==> config.mk <==
export PLATFORM = sky130hd
export DESIGN_NAME = link_failover_selector_unit_flat
export DESIGN_NICKNAME = d
export VERILOG_FILES = /design/src/hdl/lfs_pkg.sv /design/src/hdl/lfs_req_if.sv /design/src/hdl/link_failover_selector_unit.sv /design/src/hdl/lfs_pick.sv /design/src/hdl/lfs_core.sv /design/src/flat_wrapper.sv
export SDC_FILE = /design/constraint.sdc
export NUM_CORES = 1
export LEC_CHECK = 0
export CAP_MARGIN = 0
export CORE_ASPECT_RATIO = 2
export CORE_UTILIZATION = 36
export DETAILED_ROUTE_END_ITERATION = 10
export DONT_BUFFER_PORTS = 1
export PLACE_DENSITY_LB_ADDON = 0.08
export SLEW_MARGIN = 20
export SYNTH_ARGS = -nofsm -noshare
export SYNTH_HDL_FRONTEND = slang
export SYNTH_SLANG_ARGS = --single-unit
==> constraint.sdc <==
create_clock -name clock -period 11.25 [get_ports clock]
set_input_delay 1.6875 -clock clock [delete_from_list [all_inputs] [get_ports clock]]
set_output_delay 1.6875 -clock clock [all_outputs]
set_load 0.1 [all_outputs]
==> src/hdl/lfs_pkg.sv <==
// Shared types, codes and constants for the link failover selector.
package lfs_pkg;

   localparam int LINK_COUNT = 3;

   typedef logic [1:0] link_type;

   localparam link_type LINK_NONE     = 2'd0;
   localparam link_type LINK_CELL     = 2'd1;
   localparam link_type LINK_WIRED    = 2'd2;
   localparam link_type LINK_WIRELESS = 2'd3;

   localparam logic [1:0] REQ_TICK = 2'd0;
   localparam logic [1:0] REQ_FAIL = 2'd1;
   localparam logic [1:0] REQ_OK   = 2'd2;

   localparam logic [1:0] CSR_MODE           = 2'd0;
   localparam logic [1:0] CSR_CHECK_INTERVAL = 2'd1;
   localparam logic [1:0] CSR_AVOID_TIME     = 2'd2;

   localparam int CSR_DATA_WIDTH = 24;

   localparam logic [1:0]  MODE_RESET           = 2'd0;
   localparam logic [15:0] CHECK_INTERVAL_RESET = 16'd1000;
   localparam logic [23:0] AVOID_TIME_RESET     = 24'd60000;

   typedef link_type order_type [LINK_COUNT];

   // Priority order per mode, highest first.
   localparam order_type PRIO_TABLE [4] = '{
      '{LINK_CELL,     LINK_WIRELESS, LINK_WIRED},
      '{LINK_WIRELESS, LINK_WIRED,    LINK_CELL},
      '{LINK_CELL,     LINK_NONE,     LINK_NONE},
      '{LINK_WIRELESS, LINK_NONE,     LINK_NONE}
   };

   typedef struct packed {
      logic [1:0] req_type;
      logic       up_cell;
      logic       up_wired;
      logic       up_wireless;
   } item_type;

   typedef struct packed {
      link_type    active_link;
      logic        switched;
      logic        link_usable;
      logic [31:0] switch_count;
   } result_type;

   // Map a link code (not none) to its slot in per-link state.
   function automatic logic [1:0] link_index(link_type code);
      return code - 2'd1;
   endfunction

endpackage

==> src/hdl/lfs_req_if.sv <==
// Request and response channel interfaces.
interface lfs_req_if;
   import lfs_pkg::*;
   logic       valid;
   logic       ready;
   logic [1:0] req_type;
   logic       up_cell;
   logic       up_wired;
   logic       up_wireless;

   modport source (output valid, req_type, up_cell, up_wired, up_wireless, input ready);
   modport sink   (input valid, req_type, up_cell, up_wired, up_wireless, output ready);
endinterface

interface lfs_rsp_if;
   import lfs_pkg::*;
   logic        valid;
   logic        ready;
   link_type    active_link;
   logic        switched;
   logic        link_usable;
   logic [31:0] switch_count;

   modport source  (output valid, active_link, switched, link_usable, switch_count,
                    input ready);
   modport sink    (input valid, active_link, switched, link_usable, switch_count,
                    output ready);
   modport monitor (input valid, ready, active_link, switched, link_usable, switch_count);
endinterface

==> src/hdl/link_failover_selector_unit.sv <==
// Top level of the link failover selector: input stage, core and output stage.
//
//   channel   direction  handshake         payload
//   req_if    in         valid / ready     req_type, up_cell, up_wired, up_wireless
//   rsp_if    out        valid / ready     active_link, switched, link_usable, switch_count
//   csr_*     in         write enable      index (2 bits), data (24 bits)
//
// rsp valid rises when the result register is loaded: the req item is first held in
// the input register, then the core updates state and loads the result register.
// While rsp is not stalled a new item is accepted every cycle; the rate is one item per cycle.
// Reset is synchronous; it clears the stage valids, resets all selection state and
// restores the register defaults.
// When rsp is stalled the result register holds and the input register fills;
// req_if.ready drops only when both are occupied.
module link_failover_selector_unit
   import lfs_pkg::*;
(
   input  logic                      clock,
   input  logic                      reset,
   lfs_req_if.sink                   req_if,
   lfs_rsp_if.source                 rsp_if,
   input  logic                      csr_write_enable,
   input  logic [1:0]                csr_index,
   input  logic [CSR_DATA_WIDTH-1:0] csr_write_data
);

   logic       in_valid_ff, in_valid_in;
   item_type   in_item_ff;
   logic       out_valid_ff, out_valid_in;
   result_type out_result_ff;
   result_type core_result;
   logic       req_fire;
   logic       advance;

   // Advance the input stage into the result register when that frees up.
   assign advance       = in_valid_ff && (!out_valid_ff || rsp_if.ready);
   assign req_if.ready  = !in_valid_ff || advance;
   assign req_fire      = req_if.valid && req_if.ready;

   always_comb begin
      if (req_fire) begin
         in_valid_in = 1'b1;
      end else if (advance) begin
         in_valid_in = 1'b0;
      end else begin
         in_valid_in = in_valid_ff;
      end
      if (advance) begin
         out_valid_in = 1'b1;
      end else if (rsp_if.ready) begin
         out_valid_in = 1'b0;
      end else begin
         out_valid_in = out_valid_ff;
      end
   end

   always_ff @(posedge clock) begin
      if (reset) begin
         in_valid_ff  <= 1'b0;
         out_valid_ff <= 1'b0;
      end else begin
         in_valid_ff  <= in_valid_in;
         out_valid_ff <= out_valid_in;
      end
   end

   // Capture the transfer payload; hold it until it advances.
   always_ff @(posedge clock) begin
      if (req_fire) begin
         in_item_ff.req_type    <= req_if.req_type;
         in_item_ff.up_cell     <= req_if.up_cell;
         in_item_ff.up_wired    <= req_if.up_wired;
         in_item_ff.up_wireless <= req_if.up_wireless;
      end
   end

   lfs_core u_core (
      .clock            (clock),
      .reset            (reset),
      .csr_write_enable (csr_write_enable),
      .csr_index        (csr_index),
      .csr_write_data   (csr_write_data),
      .step             (advance),
      .item             (in_item_ff),
      .result           (core_result)
   );

   // Load the result when the item advances; hold it while stalled.
   always_ff @(posedge clock) begin
      if (advance) begin
         out_result_ff <= core_result;
      end
   end

   assign rsp_if.valid        = out_valid_ff;
   assign rsp_if.active_link  = out_result_ff.active_link;
   assign rsp_if.switched     = out_result_ff.switched;
   assign rsp_if.link_usable  = out_result_ff.link_usable;
   assign rsp_if.switch_count = out_result_ff.switch_count;

endmodule

==> src/hdl/lfs_pick.sv <==
// Priority pick of one link from the up and avoided flags.
module lfs_pick
   import lfs_pkg::*;
(
   input  logic [1:0] mode,
   input  logic [2:0] up,
   input  logic [2:0] avoided,
   output link_type   link
);

   order_type  order;
   logic [2:0] slot_up;
   logic [2:0] slot_free;

   always_comb begin
      order = PRIO_TABLE[mode];
      for (int i = 0; i < LINK_COUNT; i++) begin
         if (order[i] == LINK_NONE) begin
            slot_up[i] = 1'b0;
         end else begin
            slot_up[i] = up[link_index(order[i])];
         end
         slot_free[i] = slot_up[i] &&
                        !(order[i] != LINK_NONE && avoided[link_index(order[i])]);
      end
   end

   // First free up link, else first up link, else none.
   always_comb begin
      priority if (slot_free[0]) begin
         link = order[0];
      end else if (slot_free[1]) begin
         link = order[1];
      end else if (slot_free[2]) begin
         link = order[2];
      end else if (slot_up[0]) begin
         link = order[0];
      end else if (slot_up[1]) begin
         link = order[1];
      end else if (slot_up[2]) begin
         link = order[2];
      end else begin
         link = LINK_NONE;
      end
   end

endmodule

==> src/hdl/lfs_core.sv <==
// Selection state, configuration registers and per-item update.
module lfs_core
   import lfs_pkg::*;
(
   input  logic                      clock,
   input  logic                      reset,
   input  logic                      csr_write_enable,
   input  logic [1:0]                csr_index,
   input  logic [CSR_DATA_WIDTH-1:0] csr_write_data,
   input  logic                      step,
   input  item_type                  item,
   output result_type                result
);

   logic [1:0]  mode_ff;
   logic [15:0] check_interval_ff;
   logic [23:0] avoid_time_ff;
   logic [31:0] now_ms_ff, now_ms_in;
   logic [31:0] now_inc_ff, now_inc_in;
   logic [31:0] deadline_ff [LINK_COUNT];
   logic [31:0] deadline_in [LINK_COUNT];
   link_type    current_link_ff, current_link_in;
   logic [31:0] last_check_ff, last_check_in;
   logic        forced_ff, forced_in;
   logic [31:0] switches_ff, switches_in;

   logic [2:0]  up;
   logic [2:0]  avoided;
   logic [31:0] since_dl [LINK_COUNT];
   logic [31:0] elapsed;
   logic        cur_up;
   logic        forced_now;
   logic        do_check;
   link_type    picked;
   logic        sw;
   logic [1:0]  cur_idx;

   assign up = {item.up_wireless, item.up_wired, item.up_cell};

   // Avoid test is made against the time after this tick.
   always_comb begin
      for (int i = 0; i < LINK_COUNT; i++) begin
         since_dl[i] = now_inc_ff - deadline_ff[i];
         avoided[i]  = (deadline_ff[i] != '0) && since_dl[i][31];
      end
   end

   lfs_pick u_pick (
      .mode    (mode_ff),
      .up      (up),
      .avoided (avoided),
      .link    (picked)
   );

   assign cur_idx    = link_index(current_link_ff);
   assign cur_up     = (current_link_ff != LINK_NONE) && up[cur_idx];
   assign forced_now = forced_ff || (current_link_ff != LINK_NONE && !cur_up);
   assign elapsed    = now_inc_ff - last_check_ff;
   assign do_check   = forced_now || (elapsed >= {16'd0, check_interval_ff});

   always_comb begin
      now_ms_in       = now_ms_ff;
      now_inc_in      = now_inc_ff;
      current_link_in = current_link_ff;
      last_check_in   = last_check_ff;
      forced_in       = forced_ff;
      switches_in     = switches_ff;
      sw              = 1'b0;
      for (int i = 0; i < LINK_COUNT; i++) begin
         deadline_in[i] = deadline_ff[i];
      end
      unique case (item.req_type)
         REQ_TICK: begin
            now_ms_in  = now_inc_ff;
            now_inc_in = now_inc_ff + 32'd1;
            if (do_check) begin
               last_check_in   = now_inc_ff;
               forced_in       = 1'b0;
               current_link_in = picked;
               if (picked != current_link_ff) begin
                  switches_in = switches_ff + 32'd1;
                  sw          = 1'b1;
               end
            end else begin
               forced_in = forced_now;
            end
         end
         REQ_FAIL: begin
            if (current_link_ff != LINK_NONE) begin
               deadline_in[cur_idx] = now_ms_ff + {8'd0, avoid_time_ff};
               forced_in            = 1'b1;
            end
         end
         REQ_OK: begin
            if (current_link_ff != LINK_NONE) begin
               deadline_in[cur_idx] = '0;
            end
         end
         default: begin
         end
      endcase
   end

   always_comb begin
      result.active_link  = current_link_in;
      result.switched     = sw;
      result.link_usable  = (current_link_in != LINK_NONE) &&
                            up[link_index(current_link_in)];
      result.switch_count = switches_in;
   end

   always_ff @(posedge clock) begin
      if (reset) begin
         mode_ff           <= MODE_RESET;
         check_interval_ff <= CHECK_INTERVAL_RESET;
         avoid_time_ff     <= AVOID_TIME_RESET;
      end else if (csr_write_enable) begin
         unique case (csr_index)
            CSR_MODE:           mode_ff           <= csr_write_data[1:0];
            CSR_CHECK_INTERVAL: check_interval_ff <= csr_write_data[15:0];
            CSR_AVOID_TIME:     avoid_time_ff     <= csr_write_data[23:0];
            default: begin
            end
         endcase
      end
   end

   always_ff @(posedge clock) begin
      if (reset) begin
         now_ms_ff       <= '0;
         now_inc_ff      <= 32'd1;
         current_link_ff <= LINK_NONE;
         last_check_ff   <= '0;
         forced_ff       <= 1'b1;
         switches_ff     <= '0;
         for (int i = 0; i < LINK_COUNT; i++) begin
            deadline_ff[i] <= '0;
         end
      end else if (step) begin
         now_ms_ff       <= now_ms_in;
         now_inc_ff      <= now_inc_in;
         current_link_ff <= current_link_in;
         last_check_ff   <= last_check_in;
         forced_ff       <= forced_in;
         switches_ff     <= switches_in;
         for (int i = 0; i < LINK_COUNT; i++) begin
            deadline_ff[i] <= deadline_in[i];
         end
      end
   end

endmodule

==> src/flat_wrapper.sv <==
// flat-port wrapper written by rule: the top's interface ports become plain ports
module link_failover_selector_unit_flat import lfs_pkg::*;
  (clock, reset, csr_write_enable, csr_index, csr_write_data, req_if_valid, req_if_req_type, req_if_up_cell, req_if_up_wired, req_if_up_wireless, req_if_ready, rsp_if_valid, rsp_if_active_link, rsp_if_switched, rsp_if_link_usable, rsp_if_switch_count, rsp_if_ready);
  lfs_req_if req_if_i ();
  lfs_rsp_if rsp_if_i ();
  input  logic clock;
  input  logic reset;
  input  logic csr_write_enable;
  input  logic [1:0] csr_index;
  input  logic [CSR_DATA_WIDTH-1:0] csr_write_data;
  input wire logic [$bits(req_if_i.valid)-1:0] req_if_valid;
  input wire logic [$bits(req_if_i.req_type)-1:0] req_if_req_type;
  input wire logic [$bits(req_if_i.up_cell)-1:0] req_if_up_cell;
  input wire logic [$bits(req_if_i.up_wired)-1:0] req_if_up_wired;
  input wire logic [$bits(req_if_i.up_wireless)-1:0] req_if_up_wireless;
  output wire logic [$bits(req_if_i.ready)-1:0] req_if_ready;
  output wire logic [$bits(rsp_if_i.valid)-1:0] rsp_if_valid;
  output wire logic [$bits(rsp_if_i.active_link)-1:0] rsp_if_active_link;
  output wire logic [$bits(rsp_if_i.switched)-1:0] rsp_if_switched;
  output wire logic [$bits(rsp_if_i.link_usable)-1:0] rsp_if_link_usable;
  output wire logic [$bits(rsp_if_i.switch_count)-1:0] rsp_if_switch_count;
  input wire logic [$bits(rsp_if_i.ready)-1:0] rsp_if_ready;
  assign req_if_i.valid = req_if_valid;
  assign req_if_i.req_type = req_if_req_type;
  assign req_if_i.up_cell = req_if_up_cell;
  assign req_if_i.up_wired = req_if_up_wired;
  assign req_if_i.up_wireless = req_if_up_wireless;
  assign req_if_ready = req_if_i.ready;
  assign rsp_if_valid = rsp_if_i.valid;
  assign rsp_if_active_link = rsp_if_i.active_link;
  assign rsp_if_switched = rsp_if_i.switched;
  assign rsp_if_link_usable = rsp_if_i.link_usable;
  assign rsp_if_switch_count = rsp_if_i.switch_count;
  assign rsp_if_i.ready = rsp_if_ready;
  link_failover_selector_unit u_core (.clock(clock), .reset(reset), .req_if(req_if_i), .rsp_if(rsp_if_i), .csr_write_enable(csr_write_enable), .csr_index(csr_index), .csr_write_data(csr_write_data));
endmodule
==> results of run 1 <==
sequential cells by signal, summed over array words and instances, names as in the netlist, 2 cells and up:
signal / cells
u_core.u_core.last_check_ff: 32
u_core.u_core.switches_ff: 32
u_core.u_core.current_link_ff: 2
u_core.u_core.deadline_ff: 96
u_core.u_core.now_ms_ff: 32
u_core.u_core.check_interval_ff: 16
u_core.u_core.now_inc_ff: 32
u_core.u_core.mode_ff: 2
u_core.u_core.avoid_time_ff: 24
u_core.rsp_if.active_link: 2
u_core.in_item_ff: 5
u_core.rsp_if.switch_count: 32
power groups by stage:
stage	sequential, µW	combinational [µW]	clock, µW
global route	1300	207	1210
detailed placement	1320	189	0
floorplan	1310	142	0
CTS	1300	189	1180
global placement	1320	186	0
finish	1300	188	1150
worst max-delay path, stage by stage (launching register included):
cell                        delay, ps
sky130_fd_sc_hd__dfxtp_1          530
sky130_fd_sc_hd__ha_1             360
sky130_fd_sc_hd__a211o_1          330
sky130_fd_sc_hd__a21oi_2          250
sky130_fd_sc_hd__o22a_1           210
sky130_fd_sc_hd__o211ai_1         150
sky130_fd_sc_hd__a21oi_1          220
sky130_fd_sc_hd__xnor2_1          140
sky130_fd_sc_hd__ha_1             280
sky130_fd_sc_hd__a2111oi_0        550
sky130_fd_sc_hd__and4b_1          260
sky130_fd_sc_hd__o211a_1          130
sky130_fd_sc_hd__o2111ai_1        130
sky130_fd_sc_hd__a211oi_1         230
sky130_fd_sc_hd__nand4_1          170
sky130_fd_sc_hd__nor4_4           320
sky130_fd_sc_hd__buf_4            430
sky130_fd_sc_hd__nor4_1           140
sky130_fd_sc_hd__mux2i_4          550
sky130_fd_sc_hd__a21boi_0         220
sky130_fd_sc_hd__xor2_1           180
worst min path at each step:
stage                                                                start                                          endpoint  slack (ps)  cells after the start
after floorplan           u_core.u_core.check_interval_ff[10]$_SDFFE_PP0P_  u_core.u_core.check_interval_ff[10]$_SDFFE_PP0P_         440                      2
after global placement    u_core.u_core.check_interval_ff[11]$_SDFFE_PP0P_  u_core.u_core.check_interval_ff[11]$_SDFFE_PP0P_         440                      2
after detailed placement   u_core.u_core.check_interval_ff[1]$_SDFFE_PP0P_   u_core.u_core.check_interval_ff[1]$_SDFFE_PP0P_         450                      2
after CTS                  u_core.u_core.check_interval_ff[1]$_SDFFE_PP0P_   u_core.u_core.check_interval_ff[1]$_SDFFE_PP0P_         450                      2
after global routing              u_core.u_core.now_ms_ff[19]$_SDFFE_PP0P_          u_core.u_core.now_ms_ff[19]$_SDFFE_PP0P_         470                      2
final                      u_core.u_core.check_interval_ff[2]$_SDFFE_PP0P_   u_core.u_core.check_interval_ff[2]$_SDFFE_PP0P_         460                      2
layer usage:
metal,track usage,vias to the layer above
li1,-,8154
met1,0.247,8049
met2,0.454,421
met3,0.0242,147
met4,0.157,0
met5,0,-
kinds of logic after synthesis:
| family | Yosys count |
|---|---|
| AOI/OAI and AO/OA | 586 |
| and+or+nand+nor | 825 |
| xor gates and xnor gates | 102 |
| adders and majority gates | 171 |
| muxes | 26 |
| DFF | 312 |
| buffers and inverters | 280 |
area by class of cell:
class                   count  share of cell area
inverters                 178              0.0313
clock buffers              49              0.0473
flip-flops and latches    312               0.357
multi-input cells        1710               0.515
clock inverters            13             0.00416
repair buffers             18             0.00633
well taps                 671              0.0393
synth_stat cells, types with 6 or more instances:
| cell type | count |
|---|---|
| sky130_fd_sc_hd__and2_1 | 11 |
| sky130_fd_sc_hd__a22oi_1 | 55 |
| sky130_fd_sc_hd__dfxtp_1 | 175 |
| sky130_fd_sc_hd__nand2_1 | 294 |
| sky130_fd_sc_hd__edfxtp_1 | 137 |
| sky130_fd_sc_hd__nand2b_1 | 12 |
| sky130_fd_sc_hd__a21oi_1 | 221 |
| sky130_fd_sc_hd__a21boi_0 | 6 |
| sky130_fd_sc_hd__nor3b_1 | 7 |
| sky130_fd_sc_hd__ha_1 | 169 |
| sky130_fd_sc_hd__nor2b_1 | 30 |
| sky130_fd_sc_hd__a22o_1 | 13 |
| sky130_fd_sc_hd__nor2_1 | 202 |
| sky130_fd_sc_hd__o21ai_0 | 112 |
| sky130_fd_sc_hd__o21ai_1 | 7 |
| sky130_fd_sc_hd__o21a_1 | 12 |
| sky130_fd_sc_hd__a21oi_2 | 6 |
| sky130_fd_sc_hd__o211ai_1 | 10 |
| sky130_fd_sc_hd__or2_2 | 8 |
| sky130_fd_sc_hd__and4_1 | 10 |
| sky130_fd_sc_hd__o31ai_1 | 21 |
| sky130_fd_sc_hd__and3_1 | 29 |
| sky130_fd_sc_hd__mux2_2 | 13 |
| sky130_fd_sc_hd__buf_2 | 10 |
| sky130_fd_sc_hd__a221o_1 | 6 |
| sky130_fd_sc_hd__a21o_1 | 33 |
| sky130_fd_sc_hd__mux2i_1 | 8 |
| sky130_fd_sc_hd__a31oi_1 | 12 |
| sky130_fd_sc_hd__xnor2_1 | 36 |
| sky130_fd_sc_hd__and3b_1 | 6 |
| sky130_fd_sc_hd__clkbuf_1 | 82 |
| sky130_fd_sc_hd__nor4_1 | 49 |
| sky130_fd_sc_hd__nand4_1 | 32 |
| sky130_fd_sc_hd__xor2_1 | 66 |
| sky130_fd_sc_hd__nor3_1 | 34 |
| sky130_fd_sc_hd__inv_1 | 177 |
| sky130_fd_sc_hd__or4_1 | 15 |
| sky130_fd_sc_hd__nand3_1 | 63 |
| sky130_fd_sc_hd__a211oi_1 | 16 |
metrics by stage:
step / setup WS (ps) / cells / power (µW) / utilization / cell area (µm²)
6_report: 5170 / 2951 / 2630 / 0.397 / 21400
5_1_grt: 4700 / 2951 / 2720 / 0.397 / 21400
4_1_cts: 5150 / 2951 / 2670 / 0.397 / 21400
3_5_place_dp: 5180 / 2889 / 1510 / 0.377 / 20300
3_3_place_gp: 5240 / 2889 / 1510 / 0.377 / 20300
2_1_floorplan: 1240 / 2302 / 1450 / - / 19700
==> reports/qor.log, run 1 <==
INFO  power          netSwitchingFraction=0.268
INFO  global_routing largest_net_degree_at_the_start_of_global_routing=177
INFO  power          power-per-cell-area=123mW/mm²
INFO  setup_path     r2r_slack=5170ps
INFO  finish         post_route_cells_drive_above_1_share=0.0513
INFO  setup_path     number_of_cells_on_the_worst_reg_to_reg_path=20
INFO  yosys          synth-adder-area-share=0.109
INFO  routing        drc=0
INFO  floorplanning  design.portCount=74
INFO  finish         diodes=0
INFO  yosys          synth_top_cell_by_area=sky130_fd_sc_hd__edfxtp_1
INFO  yosys          synth_warnings=0
INFO  setup_path     worst_ep_required_time=11,520ps
INFO  floorplanning  floorplan.initialDensity=0.366
INFO  global_routing vias_in_the_first_global_route=16,600
INFO  finish         mostFrequentLayoutCell=sky130_fd_sc_hd__nand2_1
INFO  placement      gp_congestion=0.952
INFO  setup_path     critical_path_arrival=6350ps
INFO  setup_path     setup.worst_path.start_class=flip-flop
INFO  routing        detailedRoute.firstPassIterationCount=5
INFO  finish         layout.cells.most_common_list=292 x sky130_fd_sc_hd__nand2_1, 221 x sky130_fd_sc_hd__a21oi_1, 201 x sky130_fd_sc_hd__nor2_1
INFO  routing        routed_wire_length_per_instance=22.8µm
INFO  placement      dp.final_hpwl=51,200µm
INFO  yosys          synth_edf_count=137
INFO  sta            finalHoldWorstSlack=456ps
INFO  setup_path     critical_path.max_fanout=39
INFO  routing        ant_nets=0
INFO  yosys          largest_family_of_logic_cells_by_synthesized_area=simple AND/OR/NAND/NOR gates
INFO  sta            tightest_slew=1070ps
INFO  sta            upper_clock_frequency_limit=0.164GHz
INFO  global_routing antenna_violations_before_repair=0
INFO  routing        top_layer=met4
INFO  setup_path     worst_r2r_startpoint=u_core.u_core.now_inc_ff[6]$_SDFFE_PP0P_
INFO  routing        wl=67,200µm
INFO  clocking       cts-htree-levels=2
INFO  setup_path     regToRegEndpoint=u_core.rsp_if.switch_count[22]$_DFFE_PP_
INFO  finish         final-seq-area=0.00762mm²
INFO  floorplanning  placeableCoreArea=0.0538mm²
INFO  power          clock_power_share=0.435
INFO  power          leakage=0.00846µW
INFO  floorplanning  fp-row-count=120
INFO  status         status=finished, final reports clean
INFO  clocking       clock_path_buffers=3
INFO  finish         num-fill-cells=5,495
INFO  clocking       number_of_buffers_inserted_for_hold_repair_after_clock_tree_synthesis=0
INFO  yosys          synth_compound_gate_area_share=0.187
INFO  routing        met3_wirelength_from_detailed_routing=2090µm
INFO  yosys          asyncSetResetFlopFracSynth=0
INFO  yosys          ys_seq_elements=312
INFO  sta            rsz0062_at_grt=no
INFO  yosys          syn-num-nets=2,509
INFO  clocking       cts.sink_count=312
INFO  power          power_report.internal_total=1930µW
INFO  worst_hold_path timing.hold.worst.class=flip-flop to flip-flop
INFO  sta            finClkSkew=22.9ps
INFO  finish         finish.net_count=2,462
INFO  yosys          muxShareOfSynthArea=0.0153
INFO  sta            relSlewSlack=0.282
INFO  routing        routed-via-count=16,800
INFO  yosys          yosysSeqAreaShare=0.387
INFO  floorplanning  chipHeight=333µm
INFO  sta            timing_hold_violations_final=0
INFO  setup_path     critPathCaptureType=flip-flop
INFO  power          seqPwrFrac=0.493
INFO  routing        met2RoutedLength=35,800µm
INFO  clocking       post_cts_buffers=0
INFO  finish         multi_input_comb_area=0.0110mm²
INFO  yosys          synth-simple-area-share=0.200
INFO  placement      io_buffer_count=0
INFO  clocking       path_clk_slew=60ps
INFO  yosys          synth.area.top_cells=sky130_fd_sc_hd__edfxtp_1 21%, sky130_fd_sc_hd__dfxtp_1 18%, sky130_fd_sc_hd__ha_1 11%
INFO  yosys          syn-instance-count=2,302
INFO  finish         p_r_area_growth_vs_syn=8.47%
INFO  yosys          postSynthAreaPerCell=8.56µm²
INFO  setup_path     crit_type=flip-flop to flip-flop
INFO  routing        drt-vias-per-instance=5.68
INFO  power          share_comb_of_total_power=0.072
INFO  setup_path     worst_setup_endpoint=u_core.rsp_if.switch_count[22]$_DFFE_PP_
INFO  routing        detail_route.wirelength.met1=24,700µm
INFO  power          max-vdd-ir-drop=0.0000770V
INFO  clocking       insertion_delay=550ps
INFO  clocking       root_buffer_master=sky130_fd_sc_hd__clkbuf_16
INFO  floorplanning  fp.dieArea=0.0557mm²
INFO  yosys          synth-xor-area-share=0.0454
INFO  sta            timing_max_transition_violations_final=0
INFO  sta            setup_total_negative_slack=0ps
INFO  sta            timing.final.setup_violations=0
INFO  setup_path     crit_path_start=u_core.u_core.now_inc_ff[6]$_SDFFE_PP0P_
INFO  floorplanning  die_width=167µm
INFO  clocking       cts_buffers=35
INFO  sta            min_period_over_period=0.541
INFO  sta            period_needed=6080ps
INFO  yosys          synth_top_area_frac=0.209
INFO  global_routing gr-total-overflow=0
INFO  clocking       post_cts_resize_count=0
INFO  global_routing grt_pass1_wl=101,000µm
INFO  routing        violation_count_after_the_first_detailed_route_iteration=1,120
INFO  job            drv_cap=0
INFO  yosys          synth_top_flop_cell=sky130_fd_sc_hd__dfxtp_1
INFO  clocking       tritoncts_clock_tree=built
INFO  yosys          synth_cell_type_count=87
INFO  power          power.net_switching=706µW
INFO  yosys          synth_area=0.0197mm²
INFO  global_routing grt_usage=0.240
Note: power is estimated with default switching activity, not from simulation.
==> run 2: changes to the inputs <==
- clock period: 11.25 -> 5.16 ns (I/O delays scaled with it)
==> run 2 against run 1 <==
First-iteration DRC count fell by 15%. Register-to-register slack got worse by 5000 ps. Non-clock buffer count up 90. Die area is the same. Critical path type unchanged. Setup slack lost 5000 ps. Sequential cell count unchanged. Core utilization rose by 1.8 points. Clock power rose by 110%. Clock-buffer cell count decreased by 5. Cell count increased by 3.0%. Critical path depth increased by 3.
==> reports/qor.log, run 2 (same netlist as run 1, synthesis figures left out) <==
INFO  power          max-vdd-ir-drop=0.000205V [+170%]
INFO  finish         post_route_cells_drive_above_1_share=0.104 [+0.0525]
INFO  sta            period_needed=4990ps [-1100 ps]
INFO  clocking       clock_path_buffers=3 [unchanged]
INFO  sta            tightest_slew=961ps [-109 ps]
INFO  placement      placed_cell_area=0.0209mm² [+3.1%]
INFO  routing        detail_route.wirelength.met1=23,100µm [-6.2%]
INFO  floorplanning  die_width=167µm [unchanged]
INFO  clocking       root_buffer_master=sky130_fd_sc_hd__clkbuf_16
INFO  sta            rsz0062_at_grt=yes
INFO  clocking       number_of_buffers_inserted_for_hold_repair_after_clock_tree_synthesis=0 [unchanged]
INFO  routing        wl=65,000µm [-3.3%]
INFO  floorplanning  fp-row-count=120 [unchanged]
INFO  sta            finalWorstSetupSlack=174ps [-4990 ps]
INFO  finish         final_design_area_no_fill=0.0224mm² [+4.6%]
INFO  setup_path     critPathCaptureType=flip-flop
INFO  global_routing grt_pass1_wl=98,700µm [-2.1%]
INFO  setup_path     crit_type=flip-flop to flip-flop
INFO  placement      pre_cts_slack=-204ps [-5380 ps]
INFO  routing        met3_wirelength_from_detailed_routing=1570µm [-25%]
INFO  sta            timing_hold_violations_final=0 [unchanged]
INFO  finish         max_reg_flops=96 [unchanged]
INFO  floorplanning  floorplan.initialDensity=0.366 [unchanged]
INFO  finish         layout.cells.most_common_list=292 x sky130_fd_sc_hd__nand2_1, 216 x sky130_fd_sc_hd__a21oi_1, 199 x sky130_fd_sc_hd__nor2_1
INFO  finish         diodes=0 [unchanged]
INFO  routing        violation_count_after_the_first_detailed_route_iteration=950 [-15%]
INFO  setup_path     setup.worst_path.start_class=flip-flop
INFO  clocking       cts-htree-levels=2 [unchanged]
INFO  setup_path     critical_path.max_fanout=5 [-87%]
INFO  worst_hold_path timing.hold.worst.class=input pin to flip-flop
INFO  floorplanning  fp.dieArea=0.0557mm² [unchanged]
INFO  clocking       cts.sink_count=312 [unchanged]
INFO  placement      io_buffer_count=0 [unchanged]
INFO  power          leakage=0.00894µW [+5.7%]
INFO  routing        routed_wire_length_per_instance=21.4µm [-6.1%]
INFO  global_routing grt_usage=0.233 [-0.00730]
INFO  routing        drc=0 [unchanged]
INFO  power          power-per-cell-area=256mW/mm² [+110%]
INFO  placement      dp.final_hpwl=50,100µm [-2.1%]
INFO  setup_path     critical_path_arrival=5390ps [-960 ps]
INFO  routing        met2RoutedLength=36,700µm [+2.3%]
INFO  floorplanning  design.portCount=74 [unchanged]
INFO  clocking       tritoncts_clock_tree=built
INFO  sta            upper_clock_frequency_limit=0.201GHz [+22%]
INFO  finish         max_flop_register=u_core.u_core.deadline_ff
INFO  sta            finClkSkew=25.5ps [+2.54 ps]
INFO  floorplanning  chipHeight=333µm [unchanged]
INFO  global_routing antenna_violations_before_repair=0 [unchanged]
INFO  job            drv_cap=0 [unchanged]
INFO  sta            min_period_over_period=0.966 [+0.426]
INFO  global_routing gr-total-overflow=0 [unchanged]
INFO  finish         mostFrequentLayoutCell=sky130_fd_sc_hd__nand2_1
INFO  clocking       path_clk_slew=60ps [about the same]
INFO  routing        routed-via-count=16,900 [+0.61%]
INFO  routing        detailedRoute.firstPassIterationCount=5 [unchanged]
INFO  power          totalPowerFinal=5730µW [+120%]
INFO  routing        drt-vias-per-instance=5.55 [-2.4%]
INFO  routing        ant_nets=0 [unchanged]
INFO  sta            relSlewSlack=0.357 [+0.0756]
INFO  global_routing largest_net_degree_at_the_start_of_global_routing=177 [unchanged]
INFO  routing        top_layer=met4
INFO  finish         p_r_area_growth_vs_syn=13.5%
INFO  floorplanning  placeableCoreArea=0.0538mm² [unchanged]
INFO  placement      gp_congestion=0.901 [-5.3%]
INFO  setup_path     worst_ep_required_time=5570ps [-5950 ps]
INFO  sta            timing_max_transition_violations_final=0 [unchanged]
INFO  finish         finish.net_count=2,551 [+3.6%]
INFO  sta            timing.final.setup_violations=0 [unchanged]
INFO  global_routing vias_in_the_first_global_route=17,100 [+3.6%]
INFO  clocking       insertion_delay=560ps [about the same]
INFO  clocking       cts_buffers=34 [-2.9%]
INFO  status         status=finished, final reports clean
## run 2: report_power, final
group          switching, µW  leakage [µW]  internal (µW)
Sequential               173       0.00278           2660
Combinational            287       0.00564            157
Clock                   1090      0.000524           1360
## run 2: final timing paths
check	start	to	slack, ps	cells after the start
min reg2reg	u_core.u_core.check_interval_ff[4]$_SDFFE_PP0P_	u_core.u_core.check_interval_ff[4]$_SDFFE_PP0P_	450	2
max	u_core.u_core.last_check_ff[8]$_SDFFE_PP0P_	u_core.rsp_if.link_usable$_DFFE_PP_	170	23
max reg2reg	u_core.u_core.last_check_ff[8]$_SDFFE_PP0P_	u_core.rsp_if.link_usable$_DFFE_PP_	170	23
min	reset	u_core.u_core.switches_ff[2]$_SDFFE_PP0P_	290	1
## run 2: final cells by class
type / count / area (µm²)
multi-input combinational: 1710 / 11300
tap: 671 / 840
clock buffer: 44 / 910
inverter: 178 / 668
sequential: 312 / 7620
clock inverter: 18 / 160
timing repair buffer: 108 / 877
fill: 5362 / 31400
## run 2: per-stage QoR
step	TNS [ps]	hold WS [ps]	cells	utilization
2_1_floorplan	0	436	2302	-
3_3_place_gp	-231	441	2967	0.389
3_5_place_dp	-1080	446	2967	0.389
4_1_cts	-49.6	253	3029	0.409
5_1_grt	-36.7	260	3041	0.416
6_report	0	292	3041	0.416
## run 2: worst max-delay path: stages, from the launching register on
cell and delay [ps]:
sky130_fd_sc_hd__dfxtp_1 320, sky130_fd_sc_hd__inv_1 70, sky130_fd_sc_hd__ha_4 280, sky130_fd_sc_hd__and3_4 180, sky130_fd_sc_hd__o211a_1 210, sky130_fd_sc_hd__o21ai_4 80
sky130_fd_sc_hd__o211ai_1 290, sky130_fd_sc_hd__a21oi_1 130, sky130_fd_sc_hd__xnor2_1 150, sky130_fd_sc_hd__ha_1 350, sky130_fd_sc_hd__a2111oi_4 330, sky130_fd_sc_hd__and4b_1 250
sky130_fd_sc_hd__o211a_1 160, sky130_fd_sc_hd__o2111ai_2 130, sky130_fd_sc_hd__a211oi_2 220, sky130_fd_sc_hd__nand4_1 160, sky130_fd_sc_hd__nor4_4 350, sky130_fd_sc_hd__or2b_4 210
sky130_fd_sc_hd__nor2_4 40, sky130_fd_sc_hd__a21oi_2 130, sky130_fd_sc_hd__ha_1 270, sky130_fd_sc_hd__mux2i_1 130, sky130_fd_sc_hd__or2_1 260, sky130_fd_sc_hd__a21oi_2 130
## run 2: layer usage
metal / up-vias / global-route usage
li1: 8322 / -
met1: 8088 / 0.224
met2: 324 / 0.470
met3: 140 / 0.0215
met4: 0 / 0.130
met5: - / 0
## run 2: repair_timing
| action | in CTS | in global routing |
|---|---|---|
| setup endpoints to repair | 48 | 84 |
| setup buffers | 0 | 13 |
| pin swaps | 0 | 27 |
| resized for setup | 4 | 52 |
